<file path="src/hw/rtl/wag_pkg.sv">
package wag_pkg;

  // Field widths of the input and result beats
  localparam int CMD_W    = 2;
  localparam int SENS_W   = 1;
  localparam int VAL_W    = 16;
  localparam int USED_W   = 6;
  localparam int NUM_CH   = 3;
  localparam int SAMPLE_W = NUM_CH * VAL_W;

  // Sensors reachable through a one-bit sensor index
  localparam int NUM_IDX  = 2;

  // Sample counter and warm-up timing
  localparam int CNT_W     = 16;
  localparam int ELAPSED_W = 22;
  localparam int WARM_W    = 12;
  localparam int MS_PER_S  = 1000;
  localparam logic [ELAPSED_W-1:0] ELAPSED_MAX = '1;

  // Configuration port
  localparam int CFG_AW    = 2;
  localparam int CFG_DW    = 32;

  typedef enum logic [CMD_W-1:0] {
    CMD_START,
    CMD_TICK,
    CMD_SAMPLE,
    CMD_AVERAGE
  } cmd_t;

endpackage

</file>
<file path="src/hw/rtl/wag_in_if.sv">
interface wag_in_if;
  logic                        valid;
  logic                        ready;
  logic [wag_pkg::CMD_W-1:0]   command;
  logic [wag_pkg::SENS_W-1:0]  sensor_index;
  logic [wag_pkg::VAL_W-1:0]   pm1_value;
  logic [wag_pkg::VAL_W-1:0]   pm25_value;
  logic [wag_pkg::VAL_W-1:0]   pm10_value;

  modport source (
    output valid, command, sensor_index, pm1_value, pm25_value, pm10_value,
    input  ready
  );

  modport sink (
    input  valid, command, sensor_index, pm1_value, pm25_value, pm10_value,
    output ready
  );
endinterface

</file>
<file path="src/hw/rtl/wag_out_if.sv">
interface wag_out_if;
  logic                        valid;
  logic                        ready;
  logic [wag_pkg::SENS_W-1:0]  result_sensor;
  logic [wag_pkg::VAL_W-1:0]   avg_pm1;
  logic [wag_pkg::VAL_W-1:0]   avg_pm25;
  logic [wag_pkg::VAL_W-1:0]   avg_pm10;
  logic [wag_pkg::USED_W-1:0]  samples_used;
  logic                        no_samples;

  modport source (
    output valid, result_sensor, avg_pm1, avg_pm25, avg_pm10, samples_used, no_samples,
    input  ready
  );

  modport sink (
    input  valid, result_sensor, avg_pm1, avg_pm25, avg_pm10, samples_used, no_samples,
    output ready
  );
endinterface

</file>
<file path="src/hw/rtl/wag_div.sv">
// Restoring divider, one quotient bit per cycle. The dividend shifts out of
// the top of work_r while quotient bits shift in at the bottom.
module wag_div #(
  parameter int N_W = 22,
  parameter int D_W = 6,
  parameter int Q_W = 16
) (
  input  logic           clk,
  input  logic           rst_n,
  input  logic           start,
  input  logic [N_W-1:0] dividend,
  input  logic [D_W-1:0] divisor,
  output logic           done,
  output logic [Q_W-1:0] quotient
);

  localparam int CW = $clog2(N_W + 1);

  logic [N_W-1:0] work_r, work_nxt;
  logic [D_W-1:0] rem_r, rem_nxt;
  logic [D_W-1:0] dsr_r, dsr_nxt;
  logic [CW-1:0]  cnt_r, cnt_nxt;
  logic           busy_r, busy_nxt;
  logic           done_r, done_nxt;
  logic [D_W:0]   rem_sh;
  logic           ge;

  // Trial subtraction of one step
  assign rem_sh = {rem_r, work_r[N_W-1]};
  assign ge     = (rem_sh >= {1'b0, dsr_r});

  always_comb begin
    work_nxt = work_r;
    rem_nxt  = rem_r;
    dsr_nxt  = dsr_r;
    cnt_nxt  = cnt_r;
    busy_nxt = busy_r;
    done_nxt = done_r;
    if (start) begin
      work_nxt = dividend;
      rem_nxt  = '0;
      dsr_nxt  = divisor;
      cnt_nxt  = '0;
      busy_nxt = 1'b1;
      done_nxt = 1'b0;
    end else if (busy_r) begin
      rem_nxt  = ge ? D_W'(rem_sh - {1'b0, dsr_r}) : D_W'(rem_sh);
      work_nxt = {work_r[N_W-2:0], ge};
      cnt_nxt  = cnt_r + CW'(1);
      if (cnt_r == CW'(N_W - 1)) begin
        busy_nxt = 1'b0;
        done_nxt = 1'b1;
      end
    end
  end

  // Hold control flags under reset; datapath needs none
  always_ff @(posedge clk) begin
    if (!rst_n) begin
      busy_r <= 1'b0;
      done_r <= 1'b0;
    end else begin
      busy_r <= busy_nxt;
      done_r <= done_nxt;
    end
    work_r <= work_nxt;
    rem_r  <= rem_nxt;
    dsr_r  <= dsr_nxt;
    cnt_r  <= cnt_nxt;
  end

  assign done     = done_r;
  assign quotient = work_r[Q_W-1:0];

endmodule

</file>
<file path="src/hw/rtl/warmup_gated_window_averager_core.sv">
// Warm-up gated window averager for three-channel particulate readings.
// in_if carries commands: start, millisecond tick, sample, average request.
// out_if carries one result beat per average request and nothing otherwise.
// The APB port holds one register, warm_up_seconds; paddr is not decoded.
// Start, tick and sample beats leave the sequencer idle, so the block stays
// ready after them. Samples are written into a single-port-write, registered-
// read sample memory, SENSORS * BUF_DEPTH entries of three readings.
// An average request reads the sensor's counted entries one per cycle
// (min(count, BUF_DEPTH) entries), then passes the drain and divider-start
// states and starts three restoring dividers, which run in parallel at one
// cycle per quotient bit over a 16 + clog2(BUF_DEPTH + 1) bit dividend.
// The input is not ready until the result is loaded; with no counted samples
// the request goes straight from idle to the finish state.
// The memory port and the divider set how long an average holds the input.
// Reset clears sample counts, elapsed time and warm_up_seconds; the sample
// memory is not cleared, as every averaged entry has been written since reset.
// The result sits in an output register: a stalled receiver does not block
// start, tick or sample beats; only a finished average waits for it.
module warmup_gated_window_averager_core #(
  parameter int BUF_DEPTH = 32,
  parameter int SENSORS   = 2
) (
  input  logic                         clk,
  input  logic                         rst_n,
  wag_in_if.sink                       in_if,
  wag_out_if.source                    out_if,
  input  logic                         psel,
  input  logic                         penable,
  input  logic                         pwrite,
  input  logic [wag_pkg::CFG_AW-1:0]   paddr,
  input  logic [wag_pkg::CFG_DW-1:0]   pwdata,
  output logic [wag_pkg::CFG_DW-1:0]   prdata,
  output logic                         pready
);

  localparam int DEPTH_TOT = SENSORS * BUF_DEPTH;
  localparam int AW        = (DEPTH_TOT > 1) ? $clog2(DEPTH_TOT) : 1;
  localparam int SW        = (BUF_DEPTH > 1) ? $clog2(BUF_DEPTH) : 1;
  localparam int UW        = $clog2(BUF_DEPTH + 1);
  localparam int SUMW      = wag_pkg::VAL_W + UW;
  localparam int EW        = wag_pkg::ELAPSED_W;
  localparam int WW        = wag_pkg::WARM_W;
  localparam int CNTW      = wag_pkg::CNT_W;
  localparam int VW        = wag_pkg::VAL_W;
  localparam int NCH       = wag_pkg::NUM_CH;
  localparam int NIDX      = wag_pkg::NUM_IDX;
  localparam int DW        = wag_pkg::CFG_DW;

  typedef enum logic [2:0] {
    ST_IDLE,
    ST_SUM,
    ST_DRAIN,
    ST_DSTART,
    ST_DWAIT,
    ST_FIN
  } state_t;

  // ---------------------------------------------------------------------------
  // Configuration register
  // ---------------------------------------------------------------------------
  logic [WW-1:0] warm_r;
  logic [EW-1:0] warm_ms_r;
  logic          cfg_wr;

  // Single register: byte-lane address bits are not decoded
  assign cfg_wr = psel & penable & pwrite;
  assign pready = 1'b1;
  assign prdata = DW'(warm_r);

  always_ff @(posedge clk) begin
    if (!rst_n) begin
      warm_r    <= '0;
      warm_ms_r <= '0;
    end else if (cfg_wr) begin
      warm_r    <= pwdata[WW-1:0];
      warm_ms_r <= EW'(pwdata[WW-1:0]) * EW'(wag_pkg::MS_PER_S);
    end
  end

  // ---------------------------------------------------------------------------
  // Input decode
  // ---------------------------------------------------------------------------
  state_t                    state_r, state_nxt;
  logic                      in_acc;
  wag_pkg::cmd_t             cmd;
  logic                      sel;
  logic                      s_ok;
  logic [AW-1:0]             base_c;
  logic [UW-1:0]             used_c;

  assign in_if.ready = (state_r == ST_IDLE);
  assign in_acc      = in_if.valid & in_if.ready;
  assign cmd         = wag_pkg::cmd_t'(in_if.command);
  assign sel         = in_if.sensor_index;
  assign s_ok        = (32'(sel) < SENSORS);
  assign base_c      = sel ? AW'(BUF_DEPTH) : '0;

  // ---------------------------------------------------------------------------
  // Counts, ring slots and elapsed time
  // ---------------------------------------------------------------------------
  logic [CNTW-1:0] cnt_r  [NIDX];
  logic [CNTW-1:0] cnt_nxt[NIDX];
  logic [SW-1:0]   slot_r  [NIDX];
  logic [SW-1:0]   slot_nxt[NIDX];
  logic [EW-1:0]   elapsed_r, elapsed_nxt;
  logic            wr_en;
  logic [AW-1:0]   wr_addr;
  logic [wag_pkg::SAMPLE_W-1:0] wr_data;

  assign wr_addr = base_c + AW'(slot_r[sel]);
  assign wr_data = {in_if.pm10_value, in_if.pm25_value, in_if.pm1_value};
  assign used_c  = !s_ok ? '0 :
                   (cnt_r[sel] > CNTW'(BUF_DEPTH)) ? UW'(BUF_DEPTH) : UW'(cnt_r[sel]);

  always_comb begin
    cnt_nxt     = cnt_r;
    slot_nxt    = slot_r;
    elapsed_nxt = elapsed_r;
    wr_en       = 1'b0;
    if (in_acc) begin
      unique case (cmd)
        wag_pkg::CMD_START: begin
          for (int i = 0; i < NIDX; i++) begin
            cnt_nxt[i]  = '0;
            slot_nxt[i] = '0;
          end
          elapsed_nxt = '0;
        end
        wag_pkg::CMD_TICK: begin
          if (elapsed_r != wag_pkg::ELAPSED_MAX) elapsed_nxt = elapsed_r + EW'(1);
        end
        wag_pkg::CMD_SAMPLE: begin
          if (s_ok) begin
            wr_en = 1'b1;
            // Advance the count only past warm-up; the slot follows count mod depth
            if (elapsed_r > warm_ms_r) begin
              cnt_nxt[sel] = cnt_r[sel] + CNTW'(1);
              if (cnt_r[sel] == '1 || slot_r[sel] == SW'(BUF_DEPTH - 1)) begin
                slot_nxt[sel] = '0;
              end else begin
                slot_nxt[sel] = slot_r[sel] + SW'(1);
              end
            end
          end
        end
        wag_pkg::CMD_AVERAGE: begin
        end
        default: begin
        end
      endcase
    end
  end

  always_ff @(posedge clk) begin
    if (!rst_n) begin
      for (int i = 0; i < NIDX; i++) begin
        cnt_r[i]  <= '0;
        slot_r[i] <= '0;
      end
      elapsed_r <= '0;
    end else begin
      cnt_r     <= cnt_nxt;
      slot_r    <= slot_nxt;
      elapsed_r <= elapsed_nxt;
    end
  end

  // ---------------------------------------------------------------------------
  // Sample memory: one write port, one registered read port
  // ---------------------------------------------------------------------------
  logic [wag_pkg::SAMPLE_W-1:0] mem [DEPTH_TOT];
  logic [wag_pkg::SAMPLE_W-1:0] rd_data_r;
  logic                         rd_en;
  logic                         rd_vld_r;
  logic [AW-1:0]                rd_addr;
  logic [AW-1:0]                base_r, base_nxt;
  logic [UW-1:0]                idx_r, idx_nxt;

  assign rd_en   = (state_r == ST_SUM);
  assign rd_addr = base_r + AW'(idx_r);

  always_ff @(posedge clk) begin
    if (wr_en) mem[wr_addr] <= wr_data;
    if (rd_en) rd_data_r <= mem[rd_addr];
  end

  always_ff @(posedge clk) begin
    if (!rst_n) rd_vld_r <= 1'b0;
    else        rd_vld_r <= rd_en;
  end

  // ---------------------------------------------------------------------------
  // Dividers, one lane per channel
  // ---------------------------------------------------------------------------
  logic [SUMW-1:0] sum_r  [NCH];
  logic [SUMW-1:0] sum_nxt[NCH];
  logic [UW-1:0]   used_r, used_nxt;
  logic [VW-1:0]   quo [NCH];
  logic [NCH-1:0]  div_done;
  logic            div_start;
  logic            all_done;

  assign div_start = (state_r == ST_DSTART);
  assign all_done  = &div_done;

  for (genvar c = 0; c < NCH; c++) begin : g_lane
    wag_div #(
      .N_W (SUMW),
      .D_W (UW),
      .Q_W (VW)
    ) u_div (
      .clk      (clk),
      .rst_n    (rst_n),
      .start    (div_start),
      .dividend (sum_r[c]),
      .divisor  (used_r),
      .done     (div_done[c]),
      .quotient (quo[c])
    );
  end

  // ---------------------------------------------------------------------------
  // Average sequencer and result register
  // ---------------------------------------------------------------------------
  logic                          sel_r, sel_nxt;
  logic                          nos_r, nos_nxt;
  logic                          out_valid_r, out_valid_nxt;
  logic                          res_sensor_r, res_sensor_nxt;
  logic [VW-1:0]                 avg_r  [NCH];
  logic [VW-1:0]                 avg_nxt[NCH];
  logic [wag_pkg::USED_W-1:0]    res_used_r, res_used_nxt;
  logic                          res_nos_r, res_nos_nxt;

  always_comb begin
    state_nxt      = state_r;
    sel_nxt        = sel_r;
    nos_nxt        = nos_r;
    used_nxt       = used_r;
    idx_nxt        = idx_r;
    base_nxt       = base_r;
    sum_nxt        = sum_r;
    out_valid_nxt  = out_valid_r;
    res_sensor_nxt = res_sensor_r;
    avg_nxt        = avg_r;
    res_used_nxt   = res_used_r;
    res_nos_nxt    = res_nos_r;

    // Drop the result once the receiver takes the beat
    if (out_valid_r && out_if.ready) out_valid_nxt = 1'b0;

    // Accumulate the entry read in the previous cycle
    if (rd_vld_r) begin
      for (int c = 0; c < NCH; c++) begin
        sum_nxt[c] = sum_r[c] + SUMW'(rd_data_r[c*VW +: VW]);
      end
    end

    unique case (state_r)
      ST_IDLE: begin
        if (in_acc && cmd == wag_pkg::CMD_AVERAGE) begin
          sel_nxt  = sel;
          used_nxt = used_c;
          idx_nxt  = '0;
          base_nxt = base_c;
          nos_nxt  = (used_c == '0);
          for (int c = 0; c < NCH; c++) sum_nxt[c] = '0;
          state_nxt = (used_c == '0) ? ST_FIN : ST_SUM;
        end
      end
      ST_SUM: begin
        idx_nxt = idx_r + UW'(1);
        if (idx_r == used_r - UW'(1)) state_nxt = ST_DRAIN;
      end
      ST_DRAIN:  state_nxt = ST_DSTART;
      ST_DSTART: state_nxt = ST_DWAIT;
      ST_DWAIT: begin
        if (all_done) state_nxt = ST_FIN;
      end
      ST_FIN: begin
        // Load the result register when it is free or being emptied
        if (!out_valid_r || out_if.ready) begin
          out_valid_nxt  = 1'b1;
          res_sensor_nxt = sel_r;
          for (int c = 0; c < NCH; c++) avg_nxt[c] = nos_r ? '0 : quo[c];
          res_used_nxt   = wag_pkg::USED_W'(used_r);
          res_nos_nxt    = nos_r;
          state_nxt      = ST_IDLE;
        end
      end
      default: state_nxt = ST_IDLE;
    endcase
  end

  always_ff @(posedge clk) begin
    if (!rst_n) begin
      state_r     <= ST_IDLE;
      out_valid_r <= 1'b0;
    end else begin
      state_r     <= state_nxt;
      out_valid_r <= out_valid_nxt;
    end
    sel_r        <= sel_nxt;
    nos_r        <= nos_nxt;
    used_r       <= used_nxt;
    idx_r        <= idx_nxt;
    base_r       <= base_nxt;
    sum_r        <= sum_nxt;
    res_sensor_r <= res_sensor_nxt;
    avg_r        <= avg_nxt;
    res_used_r   <= res_used_nxt;
    res_nos_r    <= res_nos_nxt;
  end

  assign out_if.valid         = out_valid_r;
  assign out_if.result_sensor = res_sensor_r;
  assign out_if.avg_pm1       = avg_r[0];
  assign out_if.avg_pm25      = avg_r[1];
  assign out_if.avg_pm10      = avg_r[2];
  assign out_if.samples_used  = res_used_r;
  assign out_if.no_samples    = res_nos_r;

  // ---------------------------------------------------------------------------
  // Assertions
  // ---------------------------------------------------------------------------
  a_lanes_agree: assert property (@(posedge clk) disable iff (!rst_n)
    (div_done == '0) || (div_done == '1))
    else $error("divider lanes finished out of step");

  a_result_from_fin: assert property (@(posedge clk) disable iff (!rst_n)
    $rose(out_valid_r) |-> $past(state_r == ST_FIN))
    else $error("result beat raised outside the finish state");

  a_tick_monotonic: assert property (@(posedge clk) disable iff (!rst_n)
    (in_acc && cmd == wag_pkg::CMD_TICK) |=> (elapsed_r >= $past(elapsed_r)))
    else $error("elapsed time went backwards on a tick");

  a_slot_in_range: assert property (@(posedge clk) disable iff (!rst_n)
    (32'(slot_r[0]) < BUF_DEPTH) && (32'(slot_r[1]) < BUF_DEPTH))
    else $error("ring slot beyond buffer depth");

endmodule

</file>
<file path="src/flat_wrapper.sv">
// flat-port wrapper written by rule: the top's interface ports become plain ports
module warmup_gated_window_averager_core_flat 
#(
  parameter int BUF_DEPTH = 32,
  parameter int SENSORS   = 2
)
  (clk, rst_n, psel, penable, pwrite, paddr, pwdata, prdata, pready, in_if_valid, in_if_command, in_if_sensor_index, in_if_pm1_value, in_if_pm25_value, in_if_pm10_value, in_if_ready, out_if_valid, out_if_result_sensor, out_if_avg_pm1, out_if_avg_pm25, out_if_avg_pm10, out_if_samples_used, out_if_no_samples, out_if_ready);
  wag_in_if in_if_i ();
  wag_out_if out_if_i ();
  input  logic clk;
  input  logic rst_n;
  input  logic psel;
  input  logic penable;
  input  logic pwrite;
  input  logic [wag_pkg::CFG_AW-1:0] paddr;
  input  logic [wag_pkg::CFG_DW-1:0] pwdata;
  output logic [wag_pkg::CFG_DW-1:0] prdata;
  output logic pready;
  input wire logic [$bits(in_if_i.valid)-1:0] in_if_valid;
  input wire logic [$bits(in_if_i.command)-1:0] in_if_command;
  input wire logic [$bits(in_if_i.sensor_index)-1:0] in_if_sensor_index;
  input wire logic [$bits(in_if_i.pm1_value)-1:0] in_if_pm1_value;
  input wire logic [$bits(in_if_i.pm25_value)-1:0] in_if_pm25_value;
  input wire logic [$bits(in_if_i.pm10_value)-1:0] in_if_pm10_value;
  output wire logic [$bits(in_if_i.ready)-1:0] in_if_ready;
  output wire logic [$bits(out_if_i.valid)-1:0] out_if_valid;
  output wire logic [$bits(out_if_i.result_sensor)-1:0] out_if_result_sensor;
  output wire logic [$bits(out_if_i.avg_pm1)-1:0] out_if_avg_pm1;
  output wire logic [$bits(out_if_i.avg_pm25)-1:0] out_if_avg_pm25;
  output wire logic [$bits(out_if_i.avg_pm10)-1:0] out_if_avg_pm10;
  output wire logic [$bits(out_if_i.samples_used)-1:0] out_if_samples_used;
  output wire logic [$bits(out_if_i.no_samples)-1:0] out_if_no_samples;
  input wire logic [$bits(out_if_i.ready)-1:0] out_if_ready;
  assign in_if_i.valid = in_if_valid;
  assign in_if_i.command = in_if_command;
  assign in_if_i.sensor_index = in_if_sensor_index;
  assign in_if_i.pm1_value = in_if_pm1_value;
  assign in_if_i.pm25_value = in_if_pm25_value;
  assign in_if_i.pm10_value = in_if_pm10_value;
  assign in_if_ready = in_if_i.ready;
  assign out_if_valid = out_if_i.valid;
  assign out_if_result_sensor = out_if_i.result_sensor;
  assign out_if_avg_pm1 = out_if_i.avg_pm1;
  assign out_if_avg_pm25 = out_if_i.avg_pm25;
  assign out_if_avg_pm10 = out_if_i.avg_pm10;
  assign out_if_samples_used = out_if_i.samples_used;
  assign out_if_no_samples = out_if_i.no_samples;
  assign out_if_i.ready = out_if_ready;
  warmup_gated_window_averager_core #(.BUF_DEPTH(BUF_DEPTH), .SENSORS(SENSORS)) u_core (.clk(clk), .rst_n(rst_n), .in_if(in_if_i), .out_if(out_if_i), .psel(psel), .penable(penable), .pwrite(pwrite), .paddr(paddr), .pwdata(pwdata), .prdata(prdata), .pready(pready));
endmodule
</file>
<file path="config.mk">
export PLATFORM = sky130hd
export DESIGN_NAME = warmup_gated_window_averager_core_flat
export DESIGN_NICKNAME = d
export VERILOG_FILES = /design/src/hw/rtl/wag_pkg.sv /design/src/hw/rtl/wag_in_if.sv /design/src/hw/rtl/wag_out_if.sv /design/src/hw/rtl/wag_div.sv /design/src/hw/rtl/warmup_gated_window_averager_core.sv /design/src/flat_wrapper.sv
export SDC_FILE = /design/constraint.sdc
export NUM_CORES = 2
export LEC_CHECK = 0
export ABC_CLOCK_PERIOD_IN_PS = 4500
export BUFFER_PORTS_ARGS = -buffer_cell sky130_fd_sc_hd__buf_2
export CAP_MARGIN = 15
export CORE_MARGIN = 3
export CORE_UTILIZATION = 38
export DETAILED_ROUTE_END_ITERATION = 8
export SETUP_SLACK_MARGIN = 0.02
export SLEW_MARGIN = 10
export SYNTH_ARGS = -nofsm -noshare
export SYNTH_HDL_FRONTEND = slang
export SYNTH_HIERARCHICAL = 1
export SYNTH_SLANG_ARGS = --single-unit
</file>
<file path="constraint.sdc">
create_clock -name clk -period 4.5 [get_ports clk]
set_clock_uncertainty 0.2 [all_clocks]
set_input_delay 0 -clock clk [delete_from_list [all_inputs] [get_ports clk]]
set_output_delay 0 -clock clk [all_outputs]
set_load 0.02 [all_outputs]
</file>
# Yosys cells after proc, flatten, opt, wreduce, memory -nomap -nowiden
# Memories as Yosys holds them, arrays and structs flattened. A register that Yosys moved wholly into a read port is not among the register bits.
# Cells that the tools add are included.
# word_totals
inputBits	92
output_inout_bits	91
mem_bits_rw	3072
mem_count	1
reg_bits	353
elab_cells	176
# memory_table
name	depth	word_bits	rd	rd_ports_with_merged_regs	write_ports	line	text
u_core.mem	64	48	1	1	1	warmup_gated_window_averager_core.sv:171	logic [wag_pkg::SAMPLE_W-1:0] mem [DEPTH_TOT];
# classes
n_eq_ne	21
n_bitwise	7
order_cmp	7
add_sub_neg	16
mul	1
n_reduce_logical	26
muxes	57
# ops
cell	count
$mux 66	3
$mux 22	7
$add 22x16->22	3
$mux 16	4
$pmux 32 s2	1
$pmux 22 s2	1
$mux 6	6
$bwmux 32	1
$mux 32	1
$add 22x1->22 const B	1
$gt 22x22->1	1
$ne 22x22->1 const B	1
$ge 7x6->1	3
$add 5x1->5 const B	4
$eq 5x5->1 const B	4
$mux 10	2
$mux 5	4
$pmux 10 s2	1
$mul 12x7->19 const B	1
$pmux 3 s6	1
$sub 6x6->6	3
$add 16x1->16 const B	1
$demux 16 s1	1
$eq 16x16->1 const B	1
other kinds (36)	79

# Logic depth before layout (Yosys ltp)
# logic_depth
word_depth	10
mapped_depth	17
ltp_nobuf	17

# Modules after synthesis
# The synthesis kept the hierarchy.
# modules_own_cells
module	cells_each	area_each_um2	n_inst	seq_area_each_um2
warmup_gated_window_averager_core	6661	133003.8	1	99075.0
wag_div	173	2097.0	3	1101.1

# Worst setup path after synthesis
# Ideal clock, no wire load.
# synth_timing
path_kind	reg2reg
startpoint	reg u_core.state_r[2]
endpoint	mem u_core/mem[40][0] (netlist bit), enable pin
path_buffers	1
required_ps	3846
arrival_ps	3676
setup_time_ps	454
path_slack_ps	170
stages_incl_launch_ff	6
period_less_slack_ps	4330
path_cell_list	dfxtp_1 buf_2 or4b_4 nor2_1 nand4b_1 nor2_1
# synth_via
elab_chain_cells	5
# synth_rtl
item	line	text
start, declared	warmup_gated_window_averager_core.sv:83	state_t state_r, state_nxt;
start signal, assigned	warmup_gated_window_averager_core.sv:299	state_r <= state_nxt;
$logic_not 3->1	warmup_gated_window_averager_core.sv:91	assign in_if.ready = (state_r == ST_IDLE);
$and 1x1->1	warmup_gated_window_averager_core.sv:92	assign in_acc = in_if.valid & in_if.ready;
$mux 1	warmup_gated_window_averager_core.sv:120	if (in_acc) begin
$mux 1	warmup_gated_window_averager_core.sv:183	if (wr_en) mem[wr_addr] <= wr_data;
$mux 1 (not written as such)	warmup_gated_window_averager_core.sv:183	
end, declared	warmup_gated_window_averager_core.sv:171	
# No other way between the ends.

# Final worst setup path
# layout_timing
startpoint	in pwdata[5] (netlist bit)
endpoint	reg u_core.warm_ms_r[15]
# layout_via
elab_chain_cells	1
# layout_rtl
item	line	text
start, declared	flat_wrapper.sv:16	input logic [wag_pkg::CFG_DW-1:0] pwdata;
$mul 12x7->19	warmup_gated_window_averager_core.sv:76	warm_ms_r <= EW'(pwdata[WW-1:0]) * EW'(wag_pkg::MS_PER_S);
end signal, assigned	warmup_gated_window_averager_core.sv:76	
end, declared	warmup_gated_window_averager_core.sv:62	logic [EW-1:0] warm_ms_r;
# No other way between the ends.
# A chain may end at the register's enable or synchronous reset.

==> impl_metrics.ini <==
[global_routing]
gr-usage-all-layers_pct = 20.7
grt_max_degree = 97
grt_pass1_wl_um = 556000
antenna_found_initial = 43
grt-ovfl-total = 0
first_global_vias = 73179

[sta]
tightest_slew_ns = 1.15
timing_hold_violations_final = 0
period_share_pct = 95.7
finalSetupTns_ns = 0
slew_violations = 0
final.min_clock_period_ns = 4.31
setup_violations = 0
max-slew-margin-rel_pct = 22.9
rsz0062_at_grt = true
fmax_ghz = 0.232
whs_ns = 0.0911

[run]
drv_cap = 0

[yosys]
synth_area_um2 = 139000
synth.most_common_cell = edfxtp_1
synthTopCellsByCount = edfxtp_1, mux4_2, mux2i_1
synthTopCellsByArea = edfxtp_1, mux4_2, dfxtp_1, mux2i_1, ha_1
yosysWarnings = 6
synth_seq_cells = 3477
synth_edf_count = 3274
ys_seq_area_share_pct = 73.5
ys_types = 83
yosysTopAreaCell = edfxtp_1
async_reset_ff_share_pct = 0
syn_area_per_cell_um2 = 19.4
synth_flop_cell = edfxtp_1
syn-instance-count = 7180
yosys.area.top_type_share_pct = 70.6

[floorplan]
ioPinCount = 183
rows = 221
core-area_um2 = 364000
die_w_um = 611
die_h_um = 611
die-area_um2 = 374000
start_util_pct = 38.3

[clock_network]
htreeDepth = 5
path_clk_slew_ns = 0.06
clk-insertion-delay-late_ns = 0.93
cts.sinks = 3477
cts_made_buffers = 366
clockBufferDepth = 4
cts_tree = done
cts-root-buf = clkbuf_16

[critical_path]
endpoint_kind = register
critPathLaunchType = input port
path_class = input port to register
cp.arrival_ns = 4.90
worstPathMaxFanout = 4
cp.required_ns = 5.09

[pwr]
finalPower_mw = 76.7
power.leakage_nw = 51.9
ir_worst_vdd_mv = 0.333
p_per_area_nw_per_um2 = 477

[placement]
gp_congestion = 0.807
portBuffers = 139
postPlaceCellArea_um2 = 148000
place_hpwl_um = 217000

[final_layout]
area_delta_synth_final_pct = 15.4
finalInstanceArea_um2 = 161000
layout-drive-gt1-share_pct = 23.2
finalNetCount = 7980
fill_cells = 30720

[drt]
drt-pass1-iter-count = 6
via_count = 74435
wirelength_um = 392000
ant_nets = 0
via_per_inst = 5.81
drt_iter0_drc = 9456
drcViolationCount = 0
avgRoutedWirePerCell_um = 30.6

[outcome]
outcome = finished clean

[hold_path]
worstHoldPathType = input port to register
## routing by layer
| metal | up-vias | global-route usage [%] | routed length [um] |
|---|---|---|---|
| li1 | 30381 | - | - |
| met1 | 39802 | 29.0 | 157000 |
| met5 | - | 0 | 100 |
| met4 | 16 | 5.58 | 11100 |
| met2 | 3576 | 33.3 | 187000 |
| met3 | 660 | 3.68 | 37600 |
## critical path, stage by stage
cell and delay [ns]:
dlygate4sd3_1 0.53, buf_2 0.13, dlygate4sd3_1 0.56, buf_4 0.15, ha_1 0.27, inv_1 0.06, fa_1 0.43, fa_1 0.49
fa_1 0.49, inv_1 0.05, ha_1 0.19, buf_4 0.15, nor4_1 0.26, o21ai_1 0.14, buf_4 0.16, a31o_2 0.22
a21oi_1 0.16, xor2_1 0.17, o21ai_0 0.09, and2_1 0.18
## timing repair
item,CTS,global route
gates resized for setup,0,6
endpoints found under the hold margin,3276,30
hold buffers,119,1
setup endpoints to repair,0,4
setup buffers,0,1
## power by group
part	total (mW)	switching (mW)	internal (mW)
registers	36.5	0.572	35.9
logic	10.6	6.05	4.53
clock network	29.7	12.5	17.2
total	76.7	19.1	57.6
## kinds of logic (layout without fill, tap and decap cells)
group,count (synthesis),after routing,share of synthesized area [%]
AO/OA/AOI/OAI,919,919,4.41
AND/OR/NAND/NOR,757,757,2.58
adder cells (fa/ha/maj),191,191,1.95
other,2,36,0.00539
buffers and inverters,568,1361,2.08
XOR/XNOR,123,123,0.773
flip-flops,3477,3477,73.5
multiplexers,1143,1143,14.7
## final cells by class
cell class | instances | area, um2 | share of cell area, %
flip-flops and latches | 3477 | 102000 | 63.7
multi-input cells | 3154 | 34700 | 21.6
clock buffers | 451 | 9650 | 6.00
well taps | 4794 | 6000 | 3.73
repair buffers | 565 | 5360 | 3.33
clock inverters | 212 | 2150 | 1.34
inverters | 133 | 504 | 0.314
diodes | 15 | 37.5 | 0.0234
## metrics by stage
| step | setup slack, ns | cells | utilization (%) |
|---|---|---|---|
| 3_3_place_gp | 0.00552 | 12000 | 40.6 |
| 3_5_place_dp | 0.111 | 12001 | 40.6 |
| 6_report | 0.195 | 12801 | 44.2 |
| 5_1_grt | -0.0124 | 12789 | 44.2 |
| 4_1_cts | 0.0655 | 12783 | 44.2 |
| 2_1_floorplan | 0.170 | 7199 | - |
## sequential cells by signal, summed over array words and instances (netlist names), 3 cells and up
register / count
u_core/mem: 3072
u_core/g_lane.u_div/work_r: 66
u_core/sum_r: 66
u_core/rd_data_r: 48
u_core/cnt_r: 32
u_core/elapsed_r: 22
u_core/g_lane.u_div/dsr_r: 18
u_core/g_lane.u_div/rem_r: 18
u_core/warm_ms_r: 17
u_core/out_if.avg_pm10: 16
u_core/out_if.avg_pm1: 16
u_core/out_if.avg_pm25: 16
u_core/g_lane.u_div/cnt_r: 15
u_core/warm_r: 12
u_core/slot_r: 10
u_core/idx_r: 6
u_core/out_if.samples_used: 6
u_core/used_r: 6
u_core/g_lane.u_div/busy_r: 3
u_core/g_lane.u_div/done: 3
u_core/state_r: 3
## final timing paths
| check | cells past startpoint | end | start | slack, ns |
|---|---|---|---|---|
| worst min-delay path | 6 | u_core/warm_ms_r[6] | pwrite | 0.09 |
| worst min register to register | 1 | u_core/cnt_r[7] | u_core/cnt_r[7] | 0.27 |
| worst max register to register | 6 | u_core/mem[53][29] | u_core/state_r[0] | 0.59 |
| worst max-delay path | 20 | u_core/warm_ms_r[15] | pwdata[5] | 0.19 |
## layout by cell type (no fill, tap or decap), types with 53 or more instances in the layout
| cell | instances |
|---|---|
| o221ai_1 | 126 |
| nor2_1 | 193 |
| xnor2_1 | 54 |
| inv_1 | 130 |
| clkinv_1 | 80 |
| buf_12 | 93 |
| ha_1 | 146 |
| nand3_1 | 53 |
| mux2_2 | 74 |
| clkinv_2 | 59 |
| mux4_2 | 715 |
| dfxtp_1 | 202 |
| o21ai_0 | 190 |
| nor2b_1 | 72 |
| mux2i_1 | 354 |
| dlygate4sd3_1 | 120 |
| edfxtp_1 | 3274 |
| xor2_1 | 67 |
| clkbuf_1 | 75 |
| a211oi_1 | 102 |
| nor2_4 | 66 |
| a21oi_1 | 176 |
| nand2_1 | 186 |
| o22ai_1 | 121 |
| buf_4 | 213 |
| clkbuf_16 | 372 |
| buf_2 | 139 |
Power figures use the tool's default switching activity.
